## src/design/wto_pkg.sv

```systemverilog
`timescale 1ns / 1ps

package wto_pkg;

    // Table geometry and fixed-point formats
    localparam int TABLE_LEN   = 1024;
    localparam int IDX_W       = $clog2(TABLE_LEN);
    localparam int BANK_AW     = IDX_W - 1;
    localparam int FRAC_W      = 22;
    localparam int POS_W       = IDX_W + FRAC_W;
    localparam int SAMPLE_BITS = 16;
    localparam int ENTRY_W     = 16;
    localparam int PHASE_W     = 16;
    localparam int STEP_W      = 32;

    // Raised-cosine weight ROM, Q15 weights indexed by the top frac bits
    localparam int ROM_SIZE  = 256;
    localparam int ROM_IDX_W = $clog2(ROM_SIZE);
    localparam int WEIGHT_W  = 16;
    localparam int Q15_SH    = 15;

    // Interpolation datapath
    localparam int COEF_W = FRAC_W + 1;
    localparam int PROD_W = ENTRY_W + COEF_W + 1;
    localparam int SUM_W  = PROD_W + 1;

    localparam logic [COEF_W-1:0] ONE_Q22 = COEF_W'(1) << FRAC_W;
    localparam logic [COEF_W-1:0] ONE_Q15 = COEF_W'(1) << Q15_SH;

    localparam logic [63:0] PI_Q30 = 64'd3373259426;

    typedef enum logic {
        FUNC_WRITE = 1'b0,
        FUNC_PLAY  = 1'b1
    } func_t;

    typedef enum logic {
        MODE_LINEAR = 1'b0,
        MODE_COSINE = 1'b1
    } mode_t;

    typedef enum logic {
        REG_PHASE_STEP  = 1'b0,
        REG_INTERP_MODE = 1'b1
    } reg_idx_t;

    // Control word handed from the read stage to the multiply stage
    typedef struct packed {
        logic              valid;
        mode_t             mode;
        logic [COEF_W-1:0] coef_a;
        logic [COEF_W-1:0] coef_b;
    } interp_ctrl_t;

    typedef logic [WEIGHT_W-1:0] rom_t [ROM_SIZE];

    // sin(a), a in [0, pi/2), Q30 in and out, Taylor series to a^15
    function automatic logic [63:0] sin_q30(input logic [63:0] a);
        logic [63:0]        a2;
        logic [63:0]        term;
        logic signed [63:0] sum;
        a2   = (a * a) >> 30;
        term = a;
        sum  = $signed(a);
        term = ((term * a2) >> 30) / 64'd6;
        sum  = sum - $signed(term);
        term = ((term * a2) >> 30) / 64'd20;
        sum  = sum + $signed(term);
        term = ((term * a2) >> 30) / 64'd42;
        sum  = sum - $signed(term);
        term = ((term * a2) >> 30) / 64'd72;
        sum  = sum + $signed(term);
        term = ((term * a2) >> 30) / 64'd110;
        sum  = sum - $signed(term);
        term = ((term * a2) >> 30) / 64'd156;
        sum  = sum + $signed(term);
        term = ((term * a2) >> 30) / 64'd210;
        sum  = sum - $signed(term);
        return (sum < 0) ? 64'd0 : $unsigned(sum);
    endfunction

    // w[k] = round(2^15 * sin^2(pi * k / 512))
    function automatic rom_t build_rom();
        rom_t        rom;
        logic [63:0] s;
        for (int k = 0; k < ROM_SIZE; k++) begin
            s      = sin_q30((PI_Q30 * 64'(k)) >> 9);
            rom[k] = WEIGHT_W'((s * s + (64'd1 << 44)) >> 45);
        end
        return rom;
    endfunction

    localparam rom_t COS_ROM = build_rom();

endpackage

```

## src/design/wto_interp.sv

```systemverilog
`timescale 1ns / 1ps

// Two-tap weighted sum: products registered, then sum, round, saturate.
module wto_interp (
    input  logic                               aclk,
    input  logic                               aresetn,
    input  wto_pkg::interp_ctrl_t              ctrl,
    input  logic signed [wto_pkg::ENTRY_W-1:0] prev_sample,
    input  logic signed [wto_pkg::ENTRY_W-1:0] next_sample,
    output logic                               res_valid,
    output logic [wto_pkg::SAMPLE_BITS-1:0]    res_sample
);

    localparam logic signed [wto_pkg::SUM_W-1:0] SAT_HI =
        wto_pkg::SUM_W'((64'd1 << (wto_pkg::SAMPLE_BITS - 1)) - 64'd1);
    localparam logic signed [wto_pkg::SUM_W-1:0] SAT_LO = -SAT_HI - wto_pkg::SUM_W'(1);
    localparam logic [wto_pkg::SUM_W-1:0] BIAS_Q22 =
        wto_pkg::SUM_W'(1) << (wto_pkg::FRAC_W - 1);
    localparam logic [wto_pkg::SUM_W-1:0] BIAS_Q15 =
        wto_pkg::SUM_W'(1) << (wto_pkg::Q15_SH - 1);

    logic signed [wto_pkg::PROD_W-1:0] prod_a_next;
    logic signed [wto_pkg::PROD_W-1:0] prod_b_next;
    logic signed [wto_pkg::PROD_W-1:0] prod_a_reg;
    logic signed [wto_pkg::PROD_W-1:0] prod_b_reg;
    wto_pkg::mode_t                    mode_reg;
    logic                              valid_reg;

    logic signed [wto_pkg::SUM_W-1:0] acc;
    logic signed [wto_pkg::SUM_W-1:0] shifted;

    assign prod_a_next = prev_sample * $signed({1'b0, ctrl.coef_a});
    assign prod_b_next = next_sample * $signed({1'b0, ctrl.coef_b});

    always_ff @(posedge aclk) begin
        if (!aresetn) begin
            valid_reg <= 1'b0;
        end else begin
            valid_reg <= ctrl.valid;
        end
    end

    always_ff @(posedge aclk) begin
        prod_a_reg <= prod_a_next;
        prod_b_reg <= prod_b_next;
        mode_reg   <= ctrl.mode;
    end

    always_comb begin
        if (mode_reg == wto_pkg::MODE_COSINE) begin
            acc     = wto_pkg::SUM_W'(prod_a_reg) + wto_pkg::SUM_W'(prod_b_reg)
                      + $signed(BIAS_Q15);
            shifted = acc >>> wto_pkg::Q15_SH;
        end else begin
            acc     = wto_pkg::SUM_W'(prod_a_reg) + wto_pkg::SUM_W'(prod_b_reg)
                      + $signed(BIAS_Q22);
            shifted = acc >>> wto_pkg::FRAC_W;
        end
        if (shifted > SAT_HI) begin
            res_sample = SAT_HI[wto_pkg::SAMPLE_BITS-1:0];
        end else if (shifted < SAT_LO) begin
            res_sample = SAT_LO[wto_pkg::SAMPLE_BITS-1:0];
        end else begin
            res_sample = shifted[wto_pkg::SAMPLE_BITS-1:0];
        end
    end

    assign res_valid = valid_reg;

endmodule

```

## config.mk

```make
export PLATFORM = sky130hd
export DESIGN_NAME = wto_interp
export DESIGN_NICKNAME = d
export VERILOG_FILES = /design/src/design/wto_pkg.sv /design/src/design/wto_interp.sv
export SDC_FILE = /design/constraint.sdc
export NUM_CORES = 2
export LEC_CHECK = 0
export ABC_AREA = 1
export BUFFER_PORTS_ARGS = -buffer_cell sky130_fd_sc_hd__buf_2
export CAP_MARGIN = 25
export CORE_UTILIZATION = 35
export DETAILED_ROUTE_END_ITERATION = 16
export PLACE_DENSITY = 0.52
export SLEW_MARGIN = 10
export SYNTH_ARGS = -nofsm -noshare
export SYNTH_HDL_FRONTEND = slang
export SYNTH_SLANG_ARGS = --single-unit
```

## constraint.sdc

```tcl
create_clock -name aclk -period 18.2 [get_ports aclk]
set_input_delay 0.91 -clock aclk [delete_from_list [all_inputs] [get_ports aclk]]
set_output_delay 0.91 -clock aclk [all_outputs]
set_load 0.02 [all_outputs]
```

==> results.md <==
* Outcome: finished, violations left
* Failing checks: design-rule violations
* Ant diodes at 0
* IO Pins at 99
* Vias in the first global route at between 20000 and 30000
* PostCTS Resize Cnt at 0
* Post-route design area at 33100 um2
* Max cap viols at 0
* Die area at just over 90000 um2
* Cells after Synth at 4411
* Root Driver: clkbuf_16
* Global-route wire length before repair at 141 mm
* Most frequent CP cell: fa_1
* Port buffer count at slightly below 100
* Final cycle utilization of the critical path at 40.2%
* Crit-path max cell delay at between 0.6 and 0.7 ns
* Die Wd at just over 300 um
* Post-synth top cells: 1289 x inv_1, 1279 x nand2_1, 584 x fa_1
* Vias per std cell at about 4.7
* Fin crit period at approximately 7.3 ns
* Initial DRT Pass Iterations at 14
* Worst Setup Start Kind: input port
* Synth Area in XOR/XNOR at 2.42%
* GRT overflow at 0
* Hold depth at 1
* Seq cells post-synth at 82
* CTS max path bufs at 2
* Largest net degree at the start of global routing at 27
* Drt total wl at 84.4 mm
* Slowest CP cell: inv_1
* Routing usage on met1 at 26.8%
* Number of enable flip-flop cells after synthesis at 0
* TritonCTS clock tree: built
* Post-synthesis mux area share at 0%
* Routed len/inst at 15.2 um
* Setup Crit Path Kind: input port to register
* Min-delay src: ctrl[46]
* Initial core utilization at between 30% and 40%
* Worst Setup SP: next_sample[15]
* DP HPWL at 70.2 mm
* CORE AREA at 88600 um2
* Hold_buf cts at 0
* Initial antenna violation count at 0
* FMAX at ~140 MHz
* HP Class: input port to register
* Synth area leader: fa_1
* M3 GR Usage at 1.39%
* Seq/Total Area, Yosys at 5.22%
* Gr busiest metal: met2
* Placed instance area at roughly 33000 um2
* Hold WS at between 0.6 and 0.7 ns
* Fillers at ~9600
* Vias at about 26000
* Arrival @ worst endpoint at 7.62 ns
* Min-Delay Endpoint: mode_reg$_DFF_P_
* RSZ-0062 raised after global routing: no
* Crit path required time at 18.50 ns
* Syn Nets at about 5400
* Final hold vios at 0
* Row count at 109
* Share of cells above drive strength 1 at 3.70%
* Layout Nets at 5353
* Htree depth at 3
* # DRC at 2
* Asr flop ratio synth at 0%
* Most frequent cell after synthesis: inv_1
* Setup violators final at 0
* Crit Path Max Fanout at 24
* Fin. max-slew vios at 0
* Rel. slew slack at 35.5%
* Synth area leaders: fa_1 37%, inv_1 15%, nand2_1 15%, ha_1 12%, dfxtp_1 5.2%
* Post-synthesis adder-cell area fraction at around half
* Netlist cell types at slightly above 40
* Main combinational cell family by area after synthesis: adder cells
* Dominant synthesized flop cell: dfxtp_1
* Syn-to-layout area delta at 5.32%
* Met2 usage at 33.7%
* DRT antenna net count at 0
* Worst Tran Pin Value at 0.966 ns
* Iter 0 DRT Violations at about 1600
* TritonCTS Buffers at 9
* Ys Warns at 0
* Sink Count at approximately 80
* Post-synth top area share at a little under two fifths
* Critical Path End Type: register
* Die height at 302 um
* Compound-Gate Fraction of Synth Area at ~4.3%
* Post-Synth Simple-Gate Area at 21.1%
* Synthesized area at 31400 um2
* Syn Area/Cell at 7.13 um2
* Postcts setup bufs at 0
* GPL Wtd Cong at 0.899
* Total GRT Usage at 19.5%
* Clock Pin Slew Worst Setup and Hold Paths at 0.07 ns
* Final setup TNS at 0 ns
worst max path at each step:
stage,to,slack (ns),depth (start not counted)
after floorplan,prod_a_reg[38]$_DFF_P_,11.41,24
after global placement,prod_b_reg[39]$_DFF_P_,10.64,26
after detailed placement,prod_b_reg[38]$_DFF_P_,10.57,25
after CTS,prod_b_reg[38]$_DFF_P_,10.97,25
after global routing,prod_b_reg[39]$_DFF_P_,10.48,26
final,prod_b_reg[38]$_DFF_P_,10.89,25
worst max-delay path, delay by kind of cell:
family / cells / cell delay [ns]
buffers and inverters: 5 / 0.94
AND/OR/NAND/NOR: 4 / 0.48
XOR/XNOR: 1 / 0.15
adder cells (fa/ha/maj): 7 / 3.39
AO/OA/AOI/OAI: 8 / 1.74
area by class of cell:
cell class                      instances  area [um2]  share of cell area (%)
Multi-Input combinational cell       2891       24400                    73.6
Inverter                             1291        4850                    14.6
Sequential cell                        82        1640                    4.96
Tap cell                             1165        1460                    4.40
Timing Repair Buffer                   99         498                    1.50
Clock buffer                            9         225                   0.680
Clock inverter                          7        60.1                   0.181
metrics by stage:
step	utilization, %	cells	worst slack [ns]
global route	37.4	5544	10.48
global placement	37.0	5528	10.64
floorplan	-	4411	11.41
CTS	37.4	5544	10.97
finish	37.4	5544	10.89
detailed placement	37.0	5528	10.57
layout by cell type (no fill, tap or decap), types with 60 or more instances in the layout:
cell	n
inv_1	1289
buf_2	98
nand3_1	103
nor2_1	187
nand2_1	1279
ha_1	313
dfxtp_1	82
o21ai_0	60
fa_1	584
a21oi_1	129
metal layers:
layer	vias up	part of all wire, %	routed length, um
li1	12600	-	-
met1	12600	46	38500
met2	535	49	41100
met3	76	4.0	3340
met4	0	1.7	1440
met5	-	0	0
kinds of logic (layout without fill, tap and decap cells):
logic type / count (synthesis) / in the layout
simple gates: 1661 / 1661
flops: 82 / 82
fa+ha+maj: 897 / 897
buf+inv: 1438 / 1406
compound gates: 246 / 246
xor+xnor: 87 / 87
Power is left out: the tool's default activity adds up to more than one toggle a clock period on the data nets, which glitch-free logic cannot reach.
