===== config.mk =====
export PLATFORM = sky130hd
export DESIGN_NAME = wto_out_fifo
export DESIGN_NICKNAME = d
export VERILOG_FILES = /design/src/design/wto_pkg.sv /design/src/design/wto_out_fifo.sv
export SDC_FILE = /design/constraint.sdc
export NUM_CORES = 1
export LEC_CHECK = 0
export BUFFER_PORTS_ARGS = -buffer_cell sky130_fd_sc_hd__buf_2
export CAP_MARGIN = 0
export CORE_ASPECT_RATIO = 0.75
export CORE_UTILIZATION = 54
export CTS_BUF_LIST = sky130_fd_sc_hd__clkbuf_8
export CTS_CLUSTER_DIAMETER = 200
export CTS_CLUSTER_SIZE = 10
export DETAILED_ROUTE_END_ITERATION = 8
export GPL_ROUTABILITY_DRIVEN = 1
export PLACE_DENSITY = 0.78
export SLEW_MARGIN = 0
export SYNTH_ARGS = -nofsm -noshare
export SYNTH_HDL_FRONTEND = slang
export SYNTH_SLANG_ARGS = --single-unit

===== constraint.sdc =====
create_clock -name aclk -period 2.37 [get_ports aclk]
set_clock_uncertainty 0.05 [all_clocks]
set_input_delay 0.474 -clock aclk [delete_from_list [all_inputs] [get_ports aclk]]
set_output_delay 0.474 -clock aclk [all_outputs]
set_load 0.005 [all_outputs]

===== src/design/wto_pkg.sv =====
`timescale 1ns / 1ps

package wto_pkg;

    // Table geometry and fixed-point formats
    localparam int TABLE_LEN   = 1024;
    localparam int IDX_W       = $clog2(TABLE_LEN);
    localparam int BANK_AW     = IDX_W - 1;
    localparam int FRAC_W      = 22;
    localparam int POS_W       = IDX_W + FRAC_W;
    localparam int SAMPLE_BITS = 16;
    localparam int ENTRY_W     = 16;
    localparam int PHASE_W     = 16;
    localparam int STEP_W      = 32;

    // Raised-cosine weight ROM, Q15 weights indexed by the top frac bits
    localparam int ROM_SIZE  = 256;
    localparam int ROM_IDX_W = $clog2(ROM_SIZE);
    localparam int WEIGHT_W  = 16;
    localparam int Q15_SH    = 15;

    // Interpolation datapath
    localparam int COEF_W = FRAC_W + 1;
    localparam int PROD_W = ENTRY_W + COEF_W + 1;
    localparam int SUM_W  = PROD_W + 1;

    localparam logic [COEF_W-1:0] ONE_Q22 = COEF_W'(1) << FRAC_W;
    localparam logic [COEF_W-1:0] ONE_Q15 = COEF_W'(1) << Q15_SH;

    localparam logic [63:0] PI_Q30 = 64'd3373259426;

    typedef enum logic {
        FUNC_WRITE = 1'b0,
        FUNC_PLAY  = 1'b1
    } func_t;

    typedef enum logic {
        MODE_LINEAR = 1'b0,
        MODE_COSINE = 1'b1
    } mode_t;

    typedef enum logic {
        REG_PHASE_STEP  = 1'b0,
        REG_INTERP_MODE = 1'b1
    } reg_idx_t;

    // Control word handed from the read stage to the multiply stage
    typedef struct packed {
        logic              valid;
        mode_t             mode;
        logic [COEF_W-1:0] coef_a;
        logic [COEF_W-1:0] coef_b;
    } interp_ctrl_t;

    typedef logic [WEIGHT_W-1:0] rom_t [ROM_SIZE];

    // sin(a), a in [0, pi/2), Q30 in and out, Taylor series to a^15
    function automatic logic [63:0] sin_q30(input logic [63:0] a);
        logic [63:0]        a2;
        logic [63:0]        term;
        logic signed [63:0] sum;
        a2   = (a * a) >> 30;
        term = a;
        sum  = $signed(a);
        term = ((term * a2) >> 30) / 64'd6;
        sum  = sum - $signed(term);
        term = ((term * a2) >> 30) / 64'd20;
        sum  = sum + $signed(term);
        term = ((term * a2) >> 30) / 64'd42;
        sum  = sum - $signed(term);
        term = ((term * a2) >> 30) / 64'd72;
        sum  = sum + $signed(term);
        term = ((term * a2) >> 30) / 64'd110;
        sum  = sum - $signed(term);
        term = ((term * a2) >> 30) / 64'd156;
        sum  = sum + $signed(term);
        term = ((term * a2) >> 30) / 64'd210;
        sum  = sum - $signed(term);
        return (sum < 0) ? 64'd0 : $unsigned(sum);
    endfunction

    // w[k] = round(2^15 * sin^2(pi * k / 512))
    function automatic rom_t build_rom();
        rom_t        rom;
        logic [63:0] s;
        for (int k = 0; k < ROM_SIZE; k++) begin
            s      = sin_q30((PI_Q30 * 64'(k)) >> 9);
            rom[k] = WEIGHT_W'((s * s + (64'd1 << 44)) >> 45);
        end
        return rom;
    endfunction

    localparam rom_t COS_ROM = build_rom();

endpackage


===== src/design/wto_out_fifo.sv =====
`timescale 1ns / 1ps

// Result queue; the top level only issues a play when a slot is reserved.
module wto_out_fifo #(
    parameter int DEPTH = 4
) (
    input  logic                            aclk,
    input  logic                            aresetn,
    input  logic                            wr_en,
    input  logic [wto_pkg::SAMPLE_BITS-1:0] wr_data,
    output logic                            m_valid,
    input  logic                            m_ready,
    output logic [wto_pkg::SAMPLE_BITS-1:0] m_data,
    output logic [$clog2(DEPTH+1)-1:0]      count
);

    localparam int PTR_W = $clog2(DEPTH);
    localparam int CNT_W = $clog2(DEPTH + 1);
    localparam logic [PTR_W-1:0] LAST = PTR_W'(DEPTH - 1);

    logic [wto_pkg::SAMPLE_BITS-1:0] fifo_mem [DEPTH];

    logic [PTR_W-1:0] wr_ptr_reg, wr_ptr_next;
    logic [PTR_W-1:0] rd_ptr_reg, rd_ptr_next;
    logic [CNT_W-1:0] count_reg,  count_next;
    logic             rd_en;

    assign rd_en = m_valid && m_ready;

    always_comb begin
        wr_ptr_next = wr_ptr_reg;
        rd_ptr_next = rd_ptr_reg;
        count_next  = count_reg;
        if (wr_en) begin
            wr_ptr_next = (wr_ptr_reg == LAST) ? '0 : wr_ptr_reg + PTR_W'(1);
        end
        if (rd_en) begin
            rd_ptr_next = (rd_ptr_reg == LAST) ? '0 : rd_ptr_reg + PTR_W'(1);
        end
        if (wr_en && !rd_en) begin
            count_next = count_reg + CNT_W'(1);
        end else if (!wr_en && rd_en) begin
            count_next = count_reg - CNT_W'(1);
        end
    end

    always_ff @(posedge aclk) begin
        if (!aresetn) begin
            wr_ptr_reg <= '0;
            rd_ptr_reg <= '0;
            count_reg  <= '0;
        end else begin
            wr_ptr_reg <= wr_ptr_next;
            rd_ptr_reg <= rd_ptr_next;
            count_reg  <= count_next;
        end
    end

    always_ff @(posedge aclk) begin
        if (wr_en) begin
            fifo_mem[wr_ptr_reg] <= wr_data;
        end
    end

    assign m_valid = (count_reg != '0);
    assign m_data  = fifo_mem[rd_ptr_reg];
    assign count   = count_reg;

endmodule


==> metrics.json <==
{
  "cts_hold_buffers": 0,
  "max-clock-path-buffers": 2,
  "final.period_utilization_pct": 94.7,
  "internal_power_mw": 2.43,
  "detailedRoute.firstIterationViolations": 111,
  "timing.reg2reg.setup_slack_ns": 0.12,
  "critPathMaxStageDelay_ns": 0.38,
  "critical_path_buf_inv_count": 1,
  "worst_ep_arrival_time_ns": 2.44,
  "total_routed_length_mm": 4.69,
  "worstPathRequired_ns": 2.57,
  "timing.setup.critical_path_class": "flip-flop to flip-flop",
  "place.gp.congestion": 0.776,
  "cts.root.buffer_cell": "sky130_fd_sc_hd__clkbuf_8",
  "timing.final.setup_violations": 0,
  "start_util_pct": 56.8,
  "async_reset_ff_share_pct": 0,
  "grt_pass1_wl_mm": 7.51,
  "power.density_nw_per_um2": 977,
  "syn-instance-count": 129,
  "gr-usage-met2_pct": 31.6,
  "synth.net_count": 156,
  "cts_post_setup_buffers_inserted": 0,
  "grt_start_max_net_pins": 17,
  "number_of_max_cap_violations": 0,
  "rsz_0062_raised_after_global_routing": "no",
  "rows": 22,
  "final_hold_viol_count": 0,
  "dr.pass1.iters": 4,
  "final_common_cell": "sky130_fd_sc_hd__edfxtp_1",
  "number_of_antenna_violations_at_the_first_check_in_global_routing": 0,
  "largest_register_ffs": 64,
  "ir_worst_vdd_v": 0.000470,
  "cts.reportedPaths.clkPinSlew_ns": 0.07,
  "vias_per_cell": 5.63,
  "global_route.usage.met3_pct": 6.85,
  "i_o_pins": 40,
  "synth.yosys.seq_area_share_pct": 75.1,
  "finalNetCount": 208,
  "finalCriticalPeriod_ns": 2.25,
  "netlist-cell-type-count": 22,
  "ys_warn_count": 0,
  "placement.io_buffers": 39,
  "synth_seq_cells": 73,
  "clkPwrFrac_pct": 31.9,
  "dieHeight_um": 64.3,
  "design.core.area_um2": 4930,
  "global_route.usage.total_pct": 20.2,
  "area.growth.synth_to_final_pct": 18.1,
  "n_antenna_cell": 0,
  "crit_startpoint": "count[1]",
  "combPwrFrac_pct": 20.0,
  "drt_drc_violations_left": 0,
  "worst_slew_pin_slew_ns": 0.375,
  "cts_tree": "yes",
  "die_area_um2": 5480,
  "dieWidth_um": 85.1,
  "post_synth_instance_area_um2": 2800,
  "global_route_overflow": 0,
  "path_cells": "o31ai_4 -> ha_1 -> inv_1 -> fa_1 -> xor2_1 -> or3_1 -> a21boi_0",
  "top_usage_layer": "met2",
  "finalMaxSlewViolations": 0,
  "cts-buffers-inserted": 9,
  "drtAntennaViolNets": 0,
  "timing.fmax_mhz": 445,
  "post_drt_wl_per_cell_um": 19.0,
  "outcome": "finished, final reports clean",
  "ys_dominant_reg_cell": "sky130_fd_sc_hd__edfxtp_1",
  "timing.hold.worst.class": "primary input to flip-flop",
  "setup.worst_path.end_class": "flip-flop",
  "crit_path_start_kind": "flip-flop",
  "post_cts_resized": 1,
  "leakagePower_nw": 1.20,
  "net-switching-power_mw": 0.795,
  "synth-edff-count": 64,
  "final_core_util_pct": 67.1,
  "clock_insertion_delay_worst_skew_ns": 0.34,
  "critical_path.reg2reg.startpoint": "count[1]",
  "swShare_pct": 24.6,
  "totalPowerFinal_mw": 3.23,
  "crit_path_max_fanout": 5,
  "path_delay_family": "adder cells",
  "power_frac_seq_pct": 48.0,
  "min_from": "wr_data[2]",
  "h-tree-depth": 3,
  "vias_in_the_first_global_route": 1444,
  "slowest_stage": "sky130_fd_sc_hd__dfxtp_1",
  "synthesis.area_per_instance_um2": 21.7,
  "place.detailed.hpwl_mm": 3.03,
  "timing.slew.headroom_pct": 75.0,
  "top_library_cells_by_usage_in_the_layout_fill_and_taps_aside": "64 x sky130_fd_sc_hd__edfxtp_1, 39 x sky130_fd_sc_hd__buf_2, 10 x sky130_fd_sc_hd__mux4_2, 9 x sky130_fd_sc_hd__dfxtp_1, 9 x sky130_fd_sc_hd__clkbuf_8",
  "post_route_cells_drive_above_1_share_pct": 38.7,
  "use_met1_pct": 24.7,
  "num_vias": 1386,
  "numClockSinks": 73
}
cell families (layout without fill, tap and decap cells):
group                      Yosys count  count (layout)  synth area share (%)
buffers and inverters                7              64                  1.88
AOI/OAI and AO/OA                    5               5                  1.07
muxes                               19              19                  14.8
DFF                                 73              73                  75.1
xor gates and xnor gates             2               2                 0.626
adders and majority gates            7               7                  3.40
and+or+nand+nor                     16              16                  3.13
final cells by class:
type                            instances  area [um2]
Clock inverter                          7        95.1
Clock buffer                            9         124
Tap cell                               60        75.1
Fill cell                             308        1620
Timing Repair Buffer                   45         240
Multi-Input combinational cell         49         657
Sequential cell                        73        2100
Inverter                                3        11.3
power groups by stage:
stage,Sequential [mW],Combinational [mW],Clock [mW]
after detailed placement,1.57,0.648,0
after floorplan,1.56,0.446,0
after global placement,1.56,0.623,0
after global routing,1.56,0.707,1.11
after CTS,1.54,0.650,1.06
final,1.55,0.647,1.03
synthesized netlist by cell type, types with 3 or more instances:
cell type	instances	area share, %
sky130_fd_sc_hd__mux4_1	6	5.6
sky130_fd_sc_hd__mux2i_1	3	1.1
sky130_fd_sc_hd__ha_1	6	2.7
sky130_fd_sc_hd__and2_1	5	1.1
sky130_fd_sc_hd__o21ai_0	3	0.54
sky130_fd_sc_hd__inv_1	3	0.40
sky130_fd_sc_hd__mux4_2	10	8.1
sky130_fd_sc_hd__edfxtp_1	64	69
sky130_fd_sc_hd__nor2b_1	3	0.67
sky130_fd_sc_hd__dfxtp_1	9	6.4
per-layer routing:
metal	vias up	part of all wire, %
met5	-	0
met3	11	4.2
li1	627	-
met2	52	53
met4	0	2.0
met1	696	41
path summary, 6_finish.rpt:
kind                                        to  cells past startpoint
worst max register to register        count[2]                      7
worst max-delay path                  count[2]                      7
worst min-delay path            fifo_mem[2][2]                      1
worst min register to register   rd_ptr_reg[0]                      2
stage by stage:
step	setup TNS (ns)	setup slack (ns)	instances	hold slack, ns	area, um2
final	0	0.125	246	0.292	3300
after detailed placement	-0.0961	-0.0961	230	0.484	3070
after global placement	0	0.154	230	0.441	3070
after floorplan	0	0.207	129	0.428	2800
after CTS	0	0.0933	246	0.270	3300
after global routing	0	0.0313	246	0.280	3300
(Power assumes the default switching activity.)
